[src/rtl/hsec_pkg.sv]
`timescale 1ns / 1ps
// ----------------------------------------------------------------------------
// hsec_pkg
// Shared constants, result type and position helpers for the Hamming SEC
// encode/correct block.
// ----------------------------------------------------------------------------
package hsec_pkg;

  localparam int DataW       = 64;
  localparam int CfgW        = 6;
  localparam int SynW        = 6;
  localparam int MaxMsgBits  = 57;
  localparam int OutTdataW   = 80;
  localparam int ApbDataW    = 32;
  localparam int ApbAddrW    = 3;

  localparam logic [CfgW-1:0] MsgBitsReset = CfgW'(8);

  // register word index of msg_bits
  localparam logic RegMsgBits = 1'b0;

  typedef struct packed {
    logic [DataW-1:0] word;
    logic [CfgW-1:0]  code_len;
    logic [SynW-1:0]  syndrome;
    logic             error_fixed;
    logic             beyond_len;
  } hsec_res_t;

  // position p carries parity when p+1 is a power of two
  function automatic logic is_parity(input int p);
    is_parity = (((p + 1) & p) == 0);
  endfunction

  // message bit index that lands at non-parity position p
  function automatic logic [CfgW-1:0] msg_index(input int p);
    int cnt;
    cnt = 0;
    for (int j = 0; j < 7; j++) begin
      if ((1 << j) <= p) begin
        cnt = cnt + 1;
      end
    end
    msg_index = CfgW'(p - cnt);
  endfunction

  // positions covered by syndrome bit i
  function automatic logic [DataW-1:0] syn_mask(input int i);
    logic [DataW-1:0] m;
    m = '0;
    for (int p = 0; p < DataW; p++) begin
      m[p] = (((p + 1) >> i) & 1) == 1;
    end
    syn_mask = m;
  endfunction

  // least n = k + r with 2^r >= n + 1
  function automatic logic [CfgW-1:0] code_length(input logic [CfgW-1:0] k);
    logic [CfgW:0] n;
    n = {1'b0, k};
    for (int i = 0; i < 7; i++) begin
      if ((8'd1 << i) <= {1'b0, n}) begin
        n = n + 1'b1;
      end
    end
    code_length = n[CfgW-1:0];
  endfunction

endpackage

[src/rtl/hsec_core.sv]
`timescale 1ns / 1ps
// ----------------------------------------------------------------------------
// hsec_core
// Combinational Hamming SEC datapath: message scatter, shared syndrome
// XOR tree, parity insert, single-bit correction and range check.
// ----------------------------------------------------------------------------
module hsec_core import hsec_pkg::*; (
  input  logic             req_type_i,
  input  logic [DataW-1:0] data_i,
  input  logic [CfgW-1:0]  msg_bits_i,
  output hsec_res_t        res_o
);

  logic [CfgW-1:0]  k;
  logic [CfgW-1:0]  n;
  logic [DataW-1:0] msg_m;
  logic [DataW-1:0] code_m;
  logic [DataW-1:0] scat;
  logic [DataW-1:0] chk_w;
  logic [DataW-1:0] sel_w;
  logic [SynW-1:0]  syn;
  logic [DataW-1:0] enc_w;
  logic [DataW-1:0] cor_w;
  logic             syn_nz;
  logic             in_rng;

  always_comb begin
    if (msg_bits_i == '0) begin
      k = CfgW'(1);
    end else if (msg_bits_i > CfgW'(MaxMsgBits)) begin
      k = CfgW'(MaxMsgBits);
    end else begin
      k = msg_bits_i;
    end
  end

  assign n = code_length(k);

  always_comb begin
    for (int b = 0; b < DataW; b++) begin
      msg_m[b]  = data_i[b] && (7'(b) < {1'b0, k});
      code_m[b] = 7'(b) < {1'b0, n};
    end
  end

  always_comb begin
    for (int p = 0; p < DataW; p++) begin
      if (is_parity(p)) begin
        scat[p] = 1'b0;
      end else begin
        scat[p] = msg_m[msg_index(p)];
      end
    end
  end

  assign chk_w = data_i & code_m;
  assign sel_w = req_type_i ? chk_w : scat;

  always_comb begin
    for (int i = 0; i < SynW; i++) begin
      syn[i] = ^(sel_w & syn_mask(i));
    end
  end

  always_comb begin
    enc_w = scat;
    for (int i = 0; i < SynW; i++) begin
      enc_w[(1 << i) - 1] = syn[i];
    end
  end

  assign syn_nz = (syn != '0);
  assign in_rng = (syn <= n);

  always_comb begin
    for (int b = 0; b < DataW; b++) begin
      cor_w[b] = chk_w[b] ^ (syn_nz && in_rng && ({1'b0, syn} == 7'(b + 1)));
    end
  end

  always_comb begin
    res_o.code_len = n;
    if (req_type_i) begin
      res_o.word        = cor_w;
      res_o.syndrome    = syn;
      res_o.error_fixed = syn_nz && in_rng;
      res_o.beyond_len  = syn_nz && !in_rng;
    end else begin
      res_o.word        = enc_w & code_m;
      res_o.syndrome    = '0;
      res_o.error_fixed = 1'b0;
      res_o.beyond_len  = 1'b0;
    end
  end

endmodule

[src/rtl/hamming_sec_encode_correct.sv]
`timescale 1ns / 1ps
// ----------------------------------------------------------------------------
// hamming_sec_encode_correct
// Hamming SEC encoder / checker-corrector on a stream, msg_bits via APB.
// Pipeline: input reg, then result reg, from input beat to output beat.
// Throughput: 1 beat per cycle while m_axis_tready_i is high; the result register drains while input loads.
// Reset: async active low; clears both stage valids, msg_bits returns to 8.
// ----------------------------------------------------------------------------
module hamming_sec_encode_correct import hsec_pkg::*; (
  input  logic                 clk_i,
  input  logic                 rst_ni,
  // APB config
  input  logic                 psel,
  input  logic                 penable,
  input  logic                 pwrite,
  input  logic [ApbAddrW-1:0]  paddr,
  input  logic [ApbDataW-1:0]  pwdata,
  output logic [ApbDataW-1:0]  prdata,
  output logic                 pready,
  // input stream
  input  logic                 s_axis_tvalid_i,
  output logic                 s_axis_tready_o,
  input  logic [DataW-1:0]     s_axis_tdata_i,   // [63:0] data_in
  input  logic                 s_axis_tuser_i,   // [0] req_type
  // output stream
  output logic                 m_axis_tvalid_o,
  input  logic                 m_axis_tready_i,
  // [63:0] word_out, [69:64] code_len, [75:70] syndrome,
  // [76] error_fixed, [77] beyond_len, [79:78] zero
  output logic [OutTdataW-1:0] m_axis_tdata_o
);

  logic [CfgW-1:0]  msg_bits_q;
  logic             in_vld_q;
  logic             req_q;
  logic [DataW-1:0] data_q;
  logic             out_vld_q;
  hsec_res_t        res_d;
  hsec_res_t        res_q;
  logic             adv_out;
  logic             adv_in;
  logic             cfg_wr;

  assign pready = 1'b1;
  assign cfg_wr = psel && penable && pwrite && (paddr[2] == RegMsgBits);
  assign prdata = (paddr[2] == RegMsgBits) ? ApbDataW'(msg_bits_q) : '0;

  always_ff @(posedge clk_i or negedge rst_ni) begin
    if (!rst_ni) begin
      msg_bits_q <= MsgBitsReset;
    end else if (cfg_wr) begin
      msg_bits_q <= pwdata[CfgW-1:0];
    end
  end

  assign adv_out         = !out_vld_q || m_axis_tready_i;
  assign adv_in          = !in_vld_q || adv_out;
  assign s_axis_tready_o = adv_in;

  always_ff @(posedge clk_i or negedge rst_ni) begin
    if (!rst_ni) begin
      in_vld_q  <= 1'b0;
      out_vld_q <= 1'b0;
    end else begin
      if (adv_in) begin
        in_vld_q <= s_axis_tvalid_i;
      end
      if (adv_out) begin
        out_vld_q <= in_vld_q;
      end
    end
  end

  always_ff @(posedge clk_i) begin
    if (adv_in && s_axis_tvalid_i) begin
      req_q  <= s_axis_tuser_i;
      data_q <= s_axis_tdata_i;
    end
    if (adv_out && in_vld_q) begin
      res_q <= res_d;
    end
  end

  hsec_core u_core (
    .req_type_i (req_q),
    .data_i     (data_q),
    .msg_bits_i (msg_bits_q),
    .res_o      (res_d)
  );

  assign m_axis_tvalid_o = out_vld_q;
  assign m_axis_tdata_o  = {2'b00, res_q.beyond_len, res_q.error_fixed,
                            res_q.syndrome, res_q.code_len, res_q.word};

endmodule
[config.mk]
export PLATFORM = sky130hd
export DESIGN_NAME = hamming_sec_encode_correct
export DESIGN_NICKNAME = d
export VERILOG_FILES = /design/src/rtl/hsec_pkg.sv /design/src/rtl/hsec_core.sv /design/src/rtl/hamming_sec_encode_correct.sv
export SDC_FILE = /design/constraint.sdc
export NUM_CORES = 1
export LEC_CHECK = 0
export ABC_AREA = 1
export BUFFER_PORTS_ARGS = -buffer_cell sky130_fd_sc_hd__buf_4
export CAP_MARGIN = 15
export CORE_MARGIN = 3
export CORE_UTILIZATION = 45
export CTS_CLUSTER_SIZE = 30
export DETAILED_ROUTE_END_ITERATION = 12
export PLACE_DENSITY = 0.76
export SYNTH_ARGS = -nofsm -noshare
export SYNTH_HDL_FRONTEND = slang
export SYNTH_HIERARCHICAL = 1
export SYNTH_SLANG_ARGS = --single-unit
[constraint.sdc]
create_clock -name clk_i -period 8.6 [get_ports clk_i]
set_clock_uncertainty 0.1 [all_clocks]
set_input_delay 2.15 -clock clk_i [delete_from_list [all_inputs] [get_ports clk_i]]
set_output_delay 2.15 -clock clk_i [all_outputs]
set_load 0.005 [all_outputs]
==> results.yml <==
worst_setup_path:
  reg2regPathDepth: 77
  setup.reg_to_reg.worst_slack_ns: -0.51
  r2r-start: "msg_bits_q[3]"
  timing.rr.end: "m_axis_tdata_o[2]"
  worstSetupEndpoint: "m_axis_tdata_o[2]"
  crit_arrival_ns: 9.21
  end_kind: "flop"
  crit_type: "reg2reg"
  max_stage_delay_ns: 0.61
  slowest_stage: "dfstp_2"
  path_common_cell: "nand2_2"
  startpoint: "msg_bits_q[3]"
  path_max_fanout: 7
  crit_required_ns: 8.70
  startpoint_type: "flop"
grt:
  met3_usage: 0.05368
  grt_max_degree: 140
  grt-busiest-layer: "met2"
  overflow: 0
  grt_use_total: 0.3310
  grtUsageMet1: 0.4368
  grt_pass1_vias: 16100
  grt_pass1_wl_mm: 86.74
  grtUsageMet2: 0.5309
  antenna_found_initial: 0
detailed_routing:
  drtPass1Iterations: 6
  wl_per_cell_um: 18.90
  drc: 0
  routed_wirelength_mm: 60.26
  drt_iter0_markers: 2068
  ant_nets: 0
  vias: 17800
  via_per_inst: 5.583
die:
  initial_core_util: 0.4624
  die_h_um: 184.2
  die_w_um: 184.2
  die-area_mm2: 0.03394
  num_rows: 64
  top_level_ports: 222
  core_mm2: 0.03091
sta:
  post-route-min-period_ns: 9.115
  clock.fmax_mhz: 109.7
  fin_ws_ns: -0.5146
  tightest_slew_ns: 1.079
  hold_violations: 0
  finalSetupTns_ns: -28.18
  slew_viol_final: 0
  rsz0062_at_grt: "yes"
  relSlewSlack: 0.2789
  setup_viol: 65
  fin_crit_sh: 1.060
finish:
  syn2layout_area_growth_pct: 53.88
  antennaDiodeCount: 0
  fin_nets: 2903
  fin_cells: 3188
  final_area_mm2: 0.02199
  drive_gt1_frac: 0.4040
hold_path:
  worstHoldPathType: "reg2reg"
clock_network:
  clkTransAtPathRegs_ns: 0.06
  clock_tree.root_cell: "clkbuf_16"
  cts.path.max_buffers: 2
  clkSinkCount: 150
  cts_tree: "built"
  cts_buffers: 17
  htreeDepth: 4
  clkLatencyLatePin_ns: 0.45
yosys:
  ys_warn_count: 6
  netlist_area_mm2: 0.01429
  syn_inst: 2167
  synth_area_per_cell_um2: 6.596
run_status:
  violations: "negative setup slack"
  status: "finished, violations left"
placed_design:
  port_buffers: 163
  post-place-cells: 3054
  dpl_cell_area_mm2: 0.01872
  routabilityCongestion: 1.011
  hpwl_mm: 42.95
flow_run:
  maxCapViolCount: 0
registers in the layout, indices dropped and copies added, names as in the netlist:
| register | cells |
|---|---|
| in_vld_q | 1 |
| m_axis_tdata_o | 78 |
| req_q | 1 |
| msg_bits_q | 6 |
| m_axis_tvalid_o | 1 |
| data_q | 63 |
layout by cell type (no fill, tap or decap), drive strengths merged, types with 25 or more instances in the layout:
cell type,n
buf,650
clkbuf,25
conb,30
edfxtp,142
inv,278
nand2,761
nand3,321
nand4,107
nor2,220
o21ai,43
xnor2,29
xor2,52
area by class of cell:
type                       instances  area [µm²]
multi-input combinational       1672        9901
clock inverter                    15       151.4
fill                            2418        8915
timing repair buffer             658        5478
sequential                       150        4468
tap                              396       495.5
clock buffer                      17       425.4
inverter                         278        1062
timing repair inverter             2       13.76
routing by layer:
layer,share of wire,vias to the layer above
met5,0,-
met4,0.056,0
met3,0.10,235
met2,0.46,1154
met1,0.39,8191
li1,-,8220
worst max-delay path, delay by kind of cell, from the launching register on:
family,cells,cell delay (ns)
flip-flops,1,0.61
buffers and inverters,17,1.33
XOR/XNOR,4,0.72
AND/OR/NAND/NOR,44,3.82
adder cells (fa/ha/maj),7,1.20
AO/OA/AOI/OAI,5,1.03
timing repair:
item	CTS	global route
setup buffers	50	37
pin swaps	97	170
gates cloned	9	9
setup endpoints to repair	65	71
hold buffers	0	0
gates resized for setup	197	210
metrics by stage:
stage | setup WS (ns) | hold slack, ns | util
final | -0.5146 | 0.4267 | 0.7116
after floorplan | 0.003668 | 0.3471 | -
after global placement | -0.5997 | 0.3903 | 0.6055
after detailed placement | -0.8994 | 0.4113 | 0.6055
after CTS | -0.4842 | 0.4324 | 0.6684
after global routing | -1.070 | 0.4564 | 0.7116
worst min path at each step:
stage                        start              end  slack [ns]  cells past startpoint
after floorplan           in_vld_q  m_axis_tvalid_o        0.35                      2
after global placement    in_vld_q  m_axis_tvalid_o        0.39                      2
after detailed placement  in_vld_q  m_axis_tvalid_o        0.41                      2
after CTS                 in_vld_q  m_axis_tvalid_o        0.43                      2
after global routing      in_vld_q  m_axis_tvalid_o        0.46                      2
final                     in_vld_q  m_axis_tvalid_o        0.43                      2
Power is left out: the tool's default activity adds up to more than one toggle a clock period on the data nets, which glitch-free logic cannot reach.
